**config.mk**
```make
export PLATFORM = sky130hd
export DESIGN_NAME = slti_div
export DESIGN_NICKNAME = d
export VERILOG_FILES = /design/src/hw/rtl/slti_div.sv
export SDC_FILE = /design/constraint.sdc
export NUM_CORES = 1
export LEC_CHECK = 0
export ABC_CLOCK_PERIOD_IN_PS = 2820
export BUFFER_PORTS_ARGS = -buffer_cell sky130_fd_sc_hd__buf_2
export CORE_MARGIN = 5
export CORE_UTILIZATION = 52
export CTS_CLUSTER_SIZE = 10
export DETAILED_ROUTE_END_ITERATION = 10
export PLACE_DENSITY = 0.77
export SLEW_MARGIN = 20
export SYNTH_ARGS = -nofsm -noshare
export SYNTH_HDL_FRONTEND = slang
export SYNTH_SLANG_ARGS = --single-unit
export TNS_END_PERCENT = 30
```
**constraint.sdc**
```tcl
create_clock -name clk -period 2.82 [get_ports clk]
set_clock_uncertainty 0.05 [all_clocks]
set_input_delay 0.564 -clock clk [delete_from_list [all_inputs] [get_ports clk]]
set_output_delay 0.564 -clock clk [all_outputs]
set_load 0.005 [all_outputs]
```
**src/hw/rtl/slti_div.sv**
```systemverilog
// ----------------------------------------------------------------------------
// slti_div: iterative signed divider
// Restoring division on magnitudes, one quotient bit per cycle, quotient
// truncated toward zero.
// ----------------------------------------------------------------------------
module slti_div #(
    parameter int NW = 34,
    parameter int DW = 17
) (
    input  logic                 clk,
    input  logic                 rst_n,
    input  logic                 start,
    input  logic signed [NW-1:0] num,
    input  logic signed [DW-1:0] den,
    output logic                 done,
    output logic signed [NW-1:0] quo
);

    localparam int CNTW = $clog2(NW + 1);

    logic [NW-1:0]   nq_reg;
    logic [DW-1:0]   d_reg;
    logic [DW-1:0]   rem_reg;
    logic            neg_reg;
    logic            busy_reg, done_reg;
    logic [CNTW-1:0] cnt_reg;
    logic [DW:0]     trial;
    logic            fits;

    assign trial = {rem_reg, nq_reg[NW-1]};
    assign fits  = trial >= {1'b0, d_reg};

    always_ff @(posedge clk or negedge rst_n)
    begin
        if (!rst_n)
        begin
            busy_reg <= 1'b0;
            done_reg <= 1'b0;
            cnt_reg  <= '0;
        end
        else
        begin
            done_reg <= 1'b0;
            if (start)
            begin
                busy_reg <= 1'b1;
                cnt_reg  <= CNTW'(NW);
            end
            else if (busy_reg)
            begin
                cnt_reg <= cnt_reg - 1'b1;
                if (cnt_reg == CNTW'(1))
                begin
                    busy_reg <= 1'b0;
                    done_reg <= 1'b1;
                end
            end
        end
    end

    always_ff @(posedge clk)
    begin
        if (start)
        begin
            nq_reg  <= num[NW-1] ? -num : num;
            d_reg   <= den[DW-1] ? -den : den;
            rem_reg <= '0;
            neg_reg <= num[NW-1] ^ den[DW-1];
        end
        else if (busy_reg)
        begin
            rem_reg <= fits ? DW'(trial - {1'b0, d_reg}) : trial[DW-1:0];
            nq_reg  <= {nq_reg[NW-2:0], fits};
        end
    end

    assign done = done_reg;
    assign quo  = neg_reg ? -$signed(nq_reg) : $signed(nq_reg);

endmodule

```
* Word level (Yosys, flattened, before mapping)
Index checks and enable logic that the tools add are counted.
Storage, ports and cells: flip-flop bits (word level) 77, output and inout bits 35, input bits 54
Cells by class: bitwise logic cells 1, reductions and logical operators 1, $lt $le $gt $ge 1, equality and inequality tests 1, mux-type cells 14, $add $sub $neg 5
Operators by type and width (count):
- 34-bit 2-to-1 mux | 4
- 34-bit negator | 2
- 18-bit by 17-bit >= comparator with 1-bit output | 1
- 17-bit 2-to-1 mux | 1
- 17-bit negator | 1
- 17-bit subtractor | 1
- 16-bit 2-to-1 mux | 1
- 6-bit 2-to-1 mux | 2
- 6-bit by 1-bit == test with 1-bit output (second input constant) | 1
- 1-bit 2-to-1 mux | 6
- 6-bit by 1-bit subtractor with 6-bit output (second input constant) | 1
- 2-bit nonzero test | 1
- 1-bit bitwise XOR | 1

* Depth between registers and ports, before layout
word-level depth 4, depth in mapped cells 11, gate-level depth less buffers 10

* Worst setup path after synthesis
No wires, ideal clock.
kind flip-flop to output port, start point register nq_reg[10], end point output port quo[30], required time 2206 ps, buffers on the path 1, arrival 2387 ps, path slack -181 ps, stages on the path, launching flop included 8, path through edfxtp_1 or3_4 nand4b_4 or4_4 buf_6 or4b_4 o21ai_2 xnor2_1
On the way: word-level cells in the longest chain between the ends 2
Ends and longest elaborated chain:
- start, declared | line 21 | logic [NW-1:0] nq_reg;
- start signal, assigned | line 65 | nq_reg <= num[NW-1] ? -num : num;
- start signal, assigned | line 73 | nq_reg <= {nq_reg[NW-2:0], fits};
- 34-bit negator | line 78 | assign quo = neg_reg ? -$signed(nq_reg) : $signed(nq_reg);
- 34-bit 2-to-1 mux | line 78
- end, declared | line 16 | output logic signed [NW-1:0] quo
Every way passes these cells.

* Worst setup path after layout
start point register nq_reg[8], end point output port quo[30]
The elaborated chain is that of the path after synthesis.

==> summary.md <==
| Metric | Value |
|---|---|
| Status | `finished, violations left` |
| Violated checks | `negative setup slack` |
| Setup ws final | `-644.1 ps` |
| FF-to-FF Start | `nq_reg[33]` |
| First-pass GRT wire length | `23,390 um` |
| Post-Syn Instances | `633` |
| Critical Path Source | `nq_reg[8]` |
| Die Span X | `around 110 um` |
| Worst-path cell chain | `or3_4 > nand4b_4 > or4_4 > or4b_4 > o21ai_4 > xnor2_2 > buf_2` |
| Top Ports | `89` |
| Crit path capture type | `primary output` |
| Global route total overflow | `0` |
| Crit path required time | `2210 ps` |
| Tightest slew margin relative to the limit | `0.3449` |
| Final Max Tran Viols | `0` |
| Area Growth Syn to Fin | `24.35%` |
| Hold_ws | `~370 ps` |
| Vias per cell | `5.802` |
| NetSw | `0.001008 W` |
| Worst slack, placed | `-209.2 ps` |
| Row count | `38` |
| Core area | `0.01075 mm2` |
| Worst r2r path cells | `10` |
| Cts bufs inserted | `9` |
| Minimum clock period | `3464 ps` |
| Initial antenna violation count | `0` |
| Clock slew at reported path FFs | `70 ps` |
| Clk_lat worst skew | `360 ps` |
| Area contributors post-synth | `edfxtp_1 (28%), xnor2_1 (8.0%), xor2_1 (6.8%)` |
| Crit Path Category | `flop to primary output` |
| CP arrival | `2850 ps` |
| DR pass1 iterations | `5` |
| GRT Overall Usage | `0.2207` |
| Leak | `2.919 nW` |
| CTS tree | `yes` |
| Ys async rst share | `0.1039` |
| Mapped Avg Cell Area | `8.952 um2` |
| Max stage delay cell, worst path | `or4b_4` |
| Worst-path maximum fanout | `2` |
| Post-route cell area | `0.007047 mm2` |
| TritonCTS Sinks | `slightly below 80` |
| Register area share after synthesis | `0.3709` |
| Syn_nets | `710` |
| H-tree levels | `3` |
| Clk network pwr share | `0.267` |
| Clk root buf | `clkbuf_8` |
| Synth Flop Type | `edfxtp_1` |
| Iter 0 DRT Violations | `458` |
| Full die area | `0.01309 mm2` |
| Power share of the combinational group | `0.296` |
| Area of the multi-input gates | `about 0.0035 mm2` |
| Fmax | `288.7 MHz` |
| Tcrit/Tclk final | `1.228` |
| Diode count | `0` |
| Flop pwr share | `0.437` |
| Vias | `~5,300` |
| RSZ-0062 raised after global routing | `yes` |
| Post-synth EDFFs | `52` |
| Cell Area, Synth | `0.005667 mm2` |
| Fraction of layout cells with a size suffix above 1 | `0.2639` |
| Netlist cell types | `68` |
| Syn. warnings | `0` |
| Reg2Reg Capture Point | `rem_reg[0]` |
| Dpl cell area | `0.006584 mm2` |
| Seq. cell area | `0.002102 mm2` |
| Final setup viols | `19` |
| Largest net degree at the start of global routing | `85` |
| Clk buf depth | `2` |
| Maximum vdd drop | `267.7 uV` |
| HPWL Detailed | `between 10,000 and 15,000 um` |
| CP Launch Type | `flop` |
| Number of synthesized register bits | `77` |
| P per Cell Area | `462.1 mW/mm2` |
| Vias in the first global route | `5,016` |
| Initial Util | `0.5274` |
| FILL cells | `843` |
| Switching Fraction | `0.3095` |
| Final ANT Viol Nets | `0` |
| Top cell type by total area after synthesis | `edfxtp_1` |
| PortBufs | `88` |
| Worst min-delay path class | `input pin to flop` |
| R2r setup slk | `approximately 150 ps` |
| Fin. Hold Viols | `0` |
| Max incr delay on CP | `540 ps` |
| Hold depth | `1` |
| Int Pwr | `0.002249 W` |
| Worst Hold Path EP | `d_reg[0]` |
| Yosys top cell area share | `0.2756` |
| Hold Startpoint | `den[0]` |
| Chip height | `114.4 um` |
| WL per Instance | `approximately 16 um` |
| Max reg flops | `34` |
| Tightest Pin Transition | `979.0 ps` |
| Nets | `845` |
| GP Congestion | `0.9541` |
| Post-Route WL | `14,610 um` |
| Max_cap viols | `0` |
| DRC Markers | `0` |
| Final Power | `0.003257 W` |
-- power by group through the flow --
stage	Sequential, W	Combinational [W]	Clock [W]
after CTS	0.00142	0.000931	0.000883
after global routing	0.00144	0.00106	0.000939
after floorplan	0.00144	0.000519	0
final	0.00142	0.000963	0.000870
after detailed placement	0.00144	0.000904	0
after global placement	0.00143	0.000873	0
-- per-layer routing --
metal  vias up  wire length [um]  GRT usage
met4         0               252    0.07918
met2       215              7146     0.3768
met1      2480              6154     0.2804
met3        25              1060    0.03858
li1       2577                 -          -
met5         -                 0          0
-- final cells by class --
cell class              instances  area share
inverters                      33     0.01758
flip-flops and latches         77      0.2983
repair buffers                153      0.1353
multi-input cells             494      0.4952
clock buffers                  13     0.02255
well taps                     140     0.02486
clock inverters                 3    0.006214
-- kinds of logic after synthesis --
family          after synthesis  synth area share
simple gates                191            0.1735
compound gates              177            0.1983
xor+xnor                     96            0.1484
flops                        77            0.3709
buf+inv                      62           0.04416
fa+ha+maj                    23           0.05211
mux                           7           0.01259
-- stage by stage --
step	cells	utilization	setup TNS, ps
finish	913	0.6558	-6930
global route	913	0.6558	-9301
CTS	913	0.6496	-7311
detailed placement	889	0.6127	-670.8
global placement	889	0.6127	-380.5
floorplan	633	-	-362.8
-- critical path: cells and delay by family, from the launching register on --
kind	cells	cell delay [ps]
AOI/OAI and AO/OA	1	190
xor gates and xnor gates	1	130
buffers and inverters	1	150
DFF	1	400
and+or+nand+nor	4	1640
-- synth_stat cells, drive strengths merged, types with 3 or more instances --
cell and number:
nor2 56, nand2 55, a21oi 53, edfxtp 52
xnor2 52, o21ai 48, xor2 44, inv 33
ha 22, o31ai 21, clkbuf 20, dfxtp 17
o41ai 13, or4 12, nand2b 11, nand3 10
buf 9, dfrtp 8, or3 8, a21o 7
nand4 7, nor3 7, mux2i 6, nor4 6
a32oi 5, a31oi 4, nor2b 4, a211oi 3
a311oi 3, nand4b 3, o21bai 3
-- cell usage in the layout (no fill, tap or decap), types with 3 or more instances in the layout --
master,Yosys,routed
a21oi_1,53,51
buf_4,1,59
or3_1,7,7
nand2_1,55,53
nand4_1,7,7
a21o_1,7,7
ha_1,22,21
a32oi_1,5,5
o21ai_0,46,42
o41ai_1,13,10
nor4_1,5,5
a211oi_1,3,3
o21bai_1,3,3
buf_2,5,88
dfrtp_1,8,8
nand3_1,10,9
mux2i_1,6,6
nor3_1,6,4
o31ai_1,21,17
xnor2_1,52,50
dfxtp_1,17,17
edfxtp_1,52,52
o21ai_2,2,5
a311oi_1,3,3
o31ai_4,0,3
a31oi_1,4,4
nand2b_1,11,11
or4_1,10,9
inv_1,33,33
buf_6,1,4
nor2_1,56,55
nor2b_1,4,4
clkbuf_8,0,11
xor2_1,44,44
-- how the worst max path moves through the flow --
stage / end / slack (ps) / depth (start not counted)
after floorplan: quo[30] / -180 / 7
after global placement: quo[30] / -170 / 7
after detailed placement: quo[30] / -210 / 7
after CTS: quo[30] / -600 / 7
after global routing: quo[30] / -730 / 7
final: quo[30] / -640 / 7
-- timing repair --
action,CTS,global route
resized for setup,30,17
buffers inserted,7,4
endpoints found under the setup margin,20,28
pin swaps,12,9
hold buffers,1,0
endpoints found under the hold margin,8,0
No activity file was read; power rests on OpenSTA's default activity.
