### config.mk
export PLATFORM = sky130hd
export DESIGN_NAME = slti_cell
export DESIGN_NICKNAME = d
export VERILOG_FILES = /design/src/hw/rtl/slti_pkg.sv /design/src/hw/rtl/slti_cell.sv
export SDC_FILE = /design/constraint.sdc
export NUM_CORES = 1
export LEC_CHECK = 0
export BUFFER_PORTS_ARGS = -buffer_cell sky130_fd_sc_hd__buf_2
export CAP_MARGIN = 20
export CORE_ASPECT_RATIO = 2
export CORE_UTILIZATION = 30
export CTS_BUF_LIST = sky130_fd_sc_hd__clkbuf_16
export DETAILED_ROUTE_END_ITERATION = 16
export GPL_ROUTABILITY_DRIVEN = 0
export SLEW_MARGIN = 20
export SYNTH_ARGS = -nofsm -noshare
export SYNTH_HDL_FRONTEND = slang
export SYNTH_SLANG_ARGS = --single-unit
### constraint.sdc
create_clock -name clk -period 12.5 [get_ports clk]
set_input_delay 2.5 -clock clk [delete_from_list [all_inputs] [get_ports clk]]
set_output_delay 2.5 -clock clk [all_outputs]
set_load 0.02 [all_outputs]
### src/hw/rtl/slti_pkg.sv
// ----------------------------------------------------------------------------
// slti_pkg: shared types and constants for the sorted table interpolator
// Function codes, status codes, controller states and the cell control bundle.
// ----------------------------------------------------------------------------
package slti_pkg;

    localparam int KEY_WIDTH           = 16;
    localparam int DEFAULT_TABLE_DEPTH = 64;
    localparam int DEFAULT_VALUE_WIDTH = 16;

    localparam logic [1:0] FUNC_LOAD  = 2'd0;
    localparam logic [1:0] FUNC_QUERY = 2'd1;
    localparam logic [1:0] FUNC_CLEAR = 2'd2;

    typedef enum logic [2:0] {
        ST_OK         = 3'd0,
        ST_FULL       = 3'd1,
        ST_TOO_FEW    = 3'd2,
        ST_EXTRAP     = 3'd3,
        ST_DEGENERATE = 3'd4
    } status_t;

    typedef enum logic [2:0] {
        S_IDLE,
        S_EXEC,
        S_SEL,
        S_GATHER,
        S_MUL,
        S_DIVGO,
        S_DIV,
        S_FIN
    } state_t;

    // Broadcast from the controller to every cell
    typedef struct packed {
        logic ins_en;  // insert key/value into the sorted chain
        logic cmp_en;  // capture compare flags against the key
        logic sel_en;  // capture the selected segment
        logic hit;     // select first exact match
        logic below;   // select the first segment
        logic above;   // select the last segment
    } cell_ctrl_t;

endpackage

### src/hw/rtl/slti_cell.sv
// ----------------------------------------------------------------------------
// slti_cell: one entry of the sorted point chain
// Holds one (x, y) point, shifts toward higher index on insert, and flags
// its relation to the current key for the bracket search.
// ----------------------------------------------------------------------------
module slti_cell #(
    parameter int INDEX       = 0,
    parameter int VALUE_WIDTH = slti_pkg::DEFAULT_VALUE_WIDTH,
    parameter int CW          = 7
) (
    input  logic                                 clk,
    input  logic                                 rst_n,
    input  slti_pkg::cell_ctrl_t                 ctrl,
    input  logic [CW-1:0]                        count,
    input  logic signed [slti_pkg::KEY_WIDTH-1:0] key,
    input  logic signed [VALUE_WIDTH-1:0]        val,
    input  logic signed [slti_pkg::KEY_WIDTH-1:0] prev_x,
    input  logic signed [VALUE_WIDTH-1:0]        prev_y,
    input  logic                                 prev_gt,
    input  logic                                 prev_eq,
    input  logic signed [slti_pkg::KEY_WIDTH-1:0] up_x,
    input  logic signed [VALUE_WIDTH-1:0]        up_y,
    input  logic                                 up_lt,
    output logic signed [slti_pkg::KEY_WIDTH-1:0] x,
    output logic signed [VALUE_WIDTH-1:0]        y,
    output logic                                 gt,
    output logic                                 lt,
    output logic                                 eq,
    output logic                                 pick,
    output logic signed [slti_pkg::KEY_WIDTH-1:0] pick_xl,
    output logic signed [VALUE_WIDTH-1:0]        pick_yl,
    output logic signed [slti_pkg::KEY_WIDTH-1:0] pick_xu,
    output logic signed [VALUE_WIDTH-1:0]        pick_yu
);

    localparam logic [CW-1:0] IDX    = CW'(INDEX);
    localparam logic [CW:0]   IDX_P2 = (CW+1)'(INDEX + 2);

    logic signed [slti_pkg::KEY_WIDTH-1:0] x_reg, x_next;
    logic signed [VALUE_WIDTH-1:0]         y_reg, y_next;
    logic lt_reg, eq_reg, pick_reg;
    logic signed [slti_pkg::KEY_WIDTH-1:0] pxl_reg, pxu_reg;
    logic signed [VALUE_WIDTH-1:0]         pyl_reg, pyu_reg;
    logic valid, at_end, first_eq, lower, sel;

    assign valid  = IDX < count;
    assign at_end = IDX == count;
    assign gt     = valid && (x_reg > key);

    always_comb
    begin
        x_next = x_reg;
        y_next = y_reg;
        if (ctrl.ins_en)
        begin
            if (prev_gt)
            begin
                x_next = prev_x;
                y_next = prev_y;
            end
            else if (gt || at_end)
            begin
                x_next = key;
                y_next = val;
            end
        end
    end

    always_ff @(posedge clk)
    begin
        x_reg <= x_next;
        y_reg <= y_next;
    end

    // lower end of the bracketing segment
    assign first_eq = eq_reg && !prev_eq;
    always_comb
    begin
        if (ctrl.below)
            lower = (INDEX == 0);
        else if (ctrl.above)
            lower = ({1'b0, count} == IDX_P2);
        else
            lower = lt_reg && !up_lt;
    end
    assign sel = ctrl.hit ? first_eq : lower;

    always_ff @(posedge clk or negedge rst_n)
    begin
        if (!rst_n)
        begin
            lt_reg   <= 1'b0;
            eq_reg   <= 1'b0;
            pick_reg <= 1'b0;
        end
        else
        begin
            if (ctrl.cmp_en)
            begin
                lt_reg <= valid && (x_reg < key);
                eq_reg <= valid && (x_reg == key);
            end
            if (ctrl.sel_en)
                pick_reg <= sel;
        end
    end

    always_ff @(posedge clk)
    begin
        if (ctrl.sel_en)
        begin
            pxl_reg <= sel ? x_reg : '0;
            pyl_reg <= sel ? y_reg : '0;
            pxu_reg <= sel ? up_x  : '0;
            pyu_reg <= sel ? up_y  : '0;
        end
    end

    assign x       = x_reg;
    assign y       = y_reg;
    assign lt      = lt_reg;
    assign eq      = eq_reg;
    assign pick    = pick_reg;
    assign pick_xl = pxl_reg;
    assign pick_yl = pyl_reg;
    assign pick_xu = pxu_reg;
    assign pick_yu = pyu_reg;

endmodule

### Word-level counts from Yosys, hierarchy flattened

Index checks and enable logic that the tools add are counted.
Widths: inputs -> output; s select.

* mux-type cells: 7
* reductions and logical operators: 11
* equal/unequal tests: 2
* order comparisons: 3

Operators by type and width (number)
* $mux 16: 4
* $eq 16x16->1: 1
* $gt 16x16->1: 1
* $lt 16x16->1: 1
* $eq 7x2->1 const B: 1
* $logic_not 7->1: 1
* $lt 1x7->1 const A: 1
* $logic_and 1x1->1: 5
* $mux 1: 3
* $logic_not 1->1: 2
* $reduce_and 2->1: 1
* $reduce_bool 2->1: 1
* $logic_or 1x1->1: 1

* bits of input ports: 114
* output and inout bits: 100
* flip-flop bits (word level): 99

### Logic depth before layout (Yosys ltp)

* depth after elaboration: 5
* gate-level depth with buffers: 7
* gate-level depth less buffers: 7

### Worst setup path after synthesis

No wires, ideal clock.

* path kind: input port to output port
* start point: input key[1] (netlist bit)
* end point: output gt
* buffers on the path: 0
* data arrival time: 4.450 ns
* data required time: 10.000 ns
* stages on the path: 7
* setup slack: 5.550 ns
* cells stage by stage: inv_1 -> ha_1 -> nor2b_1 -> o211ai_1 -> a2111o_1 -> and3_1 -> a2111oi_1

* cells in the longest elaborated chain, start to end: 2

Ends and longest elaborated chain
* start: declaration: line slti_cell.sv:15 `input logic signed [slti_pkg::KEY_WIDTH-1:0] key,`
* $gt 16x16->1: line slti_cell.sv:48 `assign gt = valid && (x_reg > key);`
* $logic_and 1x1->1: line slti_cell.sv:48
* end: declaration: line slti_cell.sv:26 `output logic gt,`

No other way between the ends.

### Final worst setup path

* start point: input key[11] (netlist bit)
* end point: output gt

The elaborated chain is that of the path after synthesis.

==> metrics <==
wire per inst 15.4 um; WP data arrival 4.42 ns; # IOs 214; CTS clock-pin slew for the worst setup and hold paths 0.08 ns; global-route wire length before repair 15,500 um; Clk Latency, worst-skew pair 0.34 ns; Worst path max stage delay 0.47 ns; Worst-Margin Slew 1.00 ns; fmax 145 MHz; GR Overflow Total 0; initial antenna violation count 0; Final ANT Viol Nets 0; Setup crit start kind input pin; die area 15,000 um2; sw frac 27.4%; core area 14,000 um2; clk_skew 0.0123 ns; post-route insts no fill 710; most frequent cell after synthesis edfxtp_1; number of synthesized flops with an enable pin 96; Num CTS Buffers 9; fin crit period 6.92 ns; Synth Register Bits 99; Site Rows 61; PostCTS Resize Cnt 0; crit end category output port; Gate power share 17.7%; # setup viols final 0; number of vias per cell 4.46; synth cell count leaders edfxtp_1, and2_1, o21ai_0, nand2_1, mux2_2; layout cells sized above 1 48.4%; Syn Inst Count 302; leakage 2.63 nW; DR iter-0 viols 63; gr usage total 14.1%; # diodes 0; Flop pwr share 48.7%; hpwl dp 8210 um; Initial Util 30.9%; register area share after synthesis 68.2%; Port Buffers 213; Die X 87.0 um; Clock Tree Root clkbuf_16; Total Wirelength 10,900 um; Final WS setup 5.58 ns; dpl ws 5.54 ns; Inst Count DP 694; Final Net Count 646; CTS tree done; top cell type by total area after synthesis edfxtp_1; Pint 618 uW; critical path class input pin to output port; deepest clock path buffer count 2; Primary FF master, synth edfxtp_1; most used cell, CP buf_2; Clock Sinks 99; largest net degree at the start of global routing 66; crit path cell chain buf_2 -> inv_1 -> ha_1 -> nand4_1 -> a2111o_1 -> and3_1 -> a2111oi_1 -> buf_2; Syn Area/Cell 14.4 um2; Layout area overhead 35.8%; # hold bufs at CTS 0; Hold Path Stages 1; DRC Markers 0; Synth area leaders edfxtp_1, and2_1, mux2_2; via count 3,164; Worst EP required 10.00 ns; synth warn 0; crit path max fanout 4; DRT Pass-1 Iters 4; Final period util 55.3%; Hold Slack 0.505 ns; clock group share of total power 33.6%; share of Yosys cell area claimed by the top area cell type 66.4%; endpoints failing hold 0; Mapped Nets 432; Finished Core Util 41.9%; Slowest-stage cell, CP a2111o_1; power per cell area 145 nW/um2; Fill cells 1,412; Peak VDD IR 0.0664 mV; Die Y 172 um; RSZ-0062 raised after global routing no; P_sw 234 uW; number of global-route vias before repair 3,062; Reg area 2960 um2; Slew HR 33.2%; Setup Buffers After CTS 0; Distinct cells, synth 31; run status finished, final reports clean; area occupied by multi-input gates 1240 um2; H-tree depth 3; # Max-Cap Violations 0; Max Transition Viols Final 0; Post-synth ARST share 3.03%; Hold Path Class register to register; worst reg-to-reg path cell count 6; area of the mapped netlist 4340 um2; setup TNS 0 ns
==> cell families (layout without fill, tap and decap cells) <==
| group | after synthesis | count (layout) | synth area share (%) |
|---|---|---|---|
| AOI/OAI and AO/OA | 36 | 36 | 4.96 |
| and+or+nand+nor | 104 | 104 | 14.0 |
| adders and majority gates | 16 | 16 | 4.61 |
| buffers and inverters | 29 | 248 | 3.58 |
| muxes | 18 | 18 | 4.67 |
| DFF | 99 | 99 | 68.2 |
==> power by group through the flow <==
stage	Clock, mW	Sequential (mW)	Combinational, mW
after floorplan	0	0.460	0.0486
after global placement	0	0.422	0.151
after detailed placement	0	0.423	0.154
after CTS	0.297	0.416	0.154
after global routing	0.306	0.419	0.164
final	0.286	0.415	0.151
==> metrics by stage <==
| step | total power, mW | instance area (um2) |
|---|---|---|
| global route | 0.890 | 5890 |
| global placement | 0.574 | 5580 |
| CTS | 0.867 | 5890 |
| detailed placement | 0.577 | 5580 |
| floorplan | 0.508 | 4340 |
| finish | 0.852 | 5890 |
==> layout make-up <==
class	count	share of cell area [%]
clock buffers	9	3.82
inverters	17	1.08
clock inverters	7	1.40
repair buffers	215	18.4
multi-input cells	174	21.1
well taps	189	4.01
flip-flops and latches	99	50.2
==> worst max-delay path: cells and delay by family <==
family                   cells  cell delay [ns]
AO/OA/AOI/OAI                2             0.80
AND/OR/NAND/NOR              2             0.47
buffers and inverters        3             0.34
adder cells (fa/ha/maj)      1             0.30
==> final timing paths <==
path,start,slack [ns],endpoint
worst max-delay path,key[11],5.58,gt
worst min-delay path,pick,0.51,pick
worst max register to register,x[11],9.50,x[6]
worst min register to register,pick,0.51,pick
max in group asynchronous,rst_n,10.45,lt
min in group asynchronous,rst_n,1.94,pick
==> cells in the final DEF, fill, tap and decap left out, types with 6 or more instances in the layout <==
master     instances
buf_2            213
edfxtp_1          96
and2_1            64
o21ai_0           20
nand2_1           19
mux2_2            18
inv_1             17
ha_1              16
clkbuf_16          9
a21oi_1            7
nand4_1            6
==> per-layer routing <==
| metal | GRT usage [%] | vias up | share of wire, % |
|---|---|---|---|
| met5 | 0 | - | 0 |
| met4 | 7.10 | 0 | 2.7 |
| met3 | 1.96 | 14 | 4.0 |
| met2 | 27.5 | 132 | 57 |
| met1 | 14.1 | 1495 | 36 |
| li1 | - | 1523 | - |
Note: power is estimated with default switching activity, not from simulation.
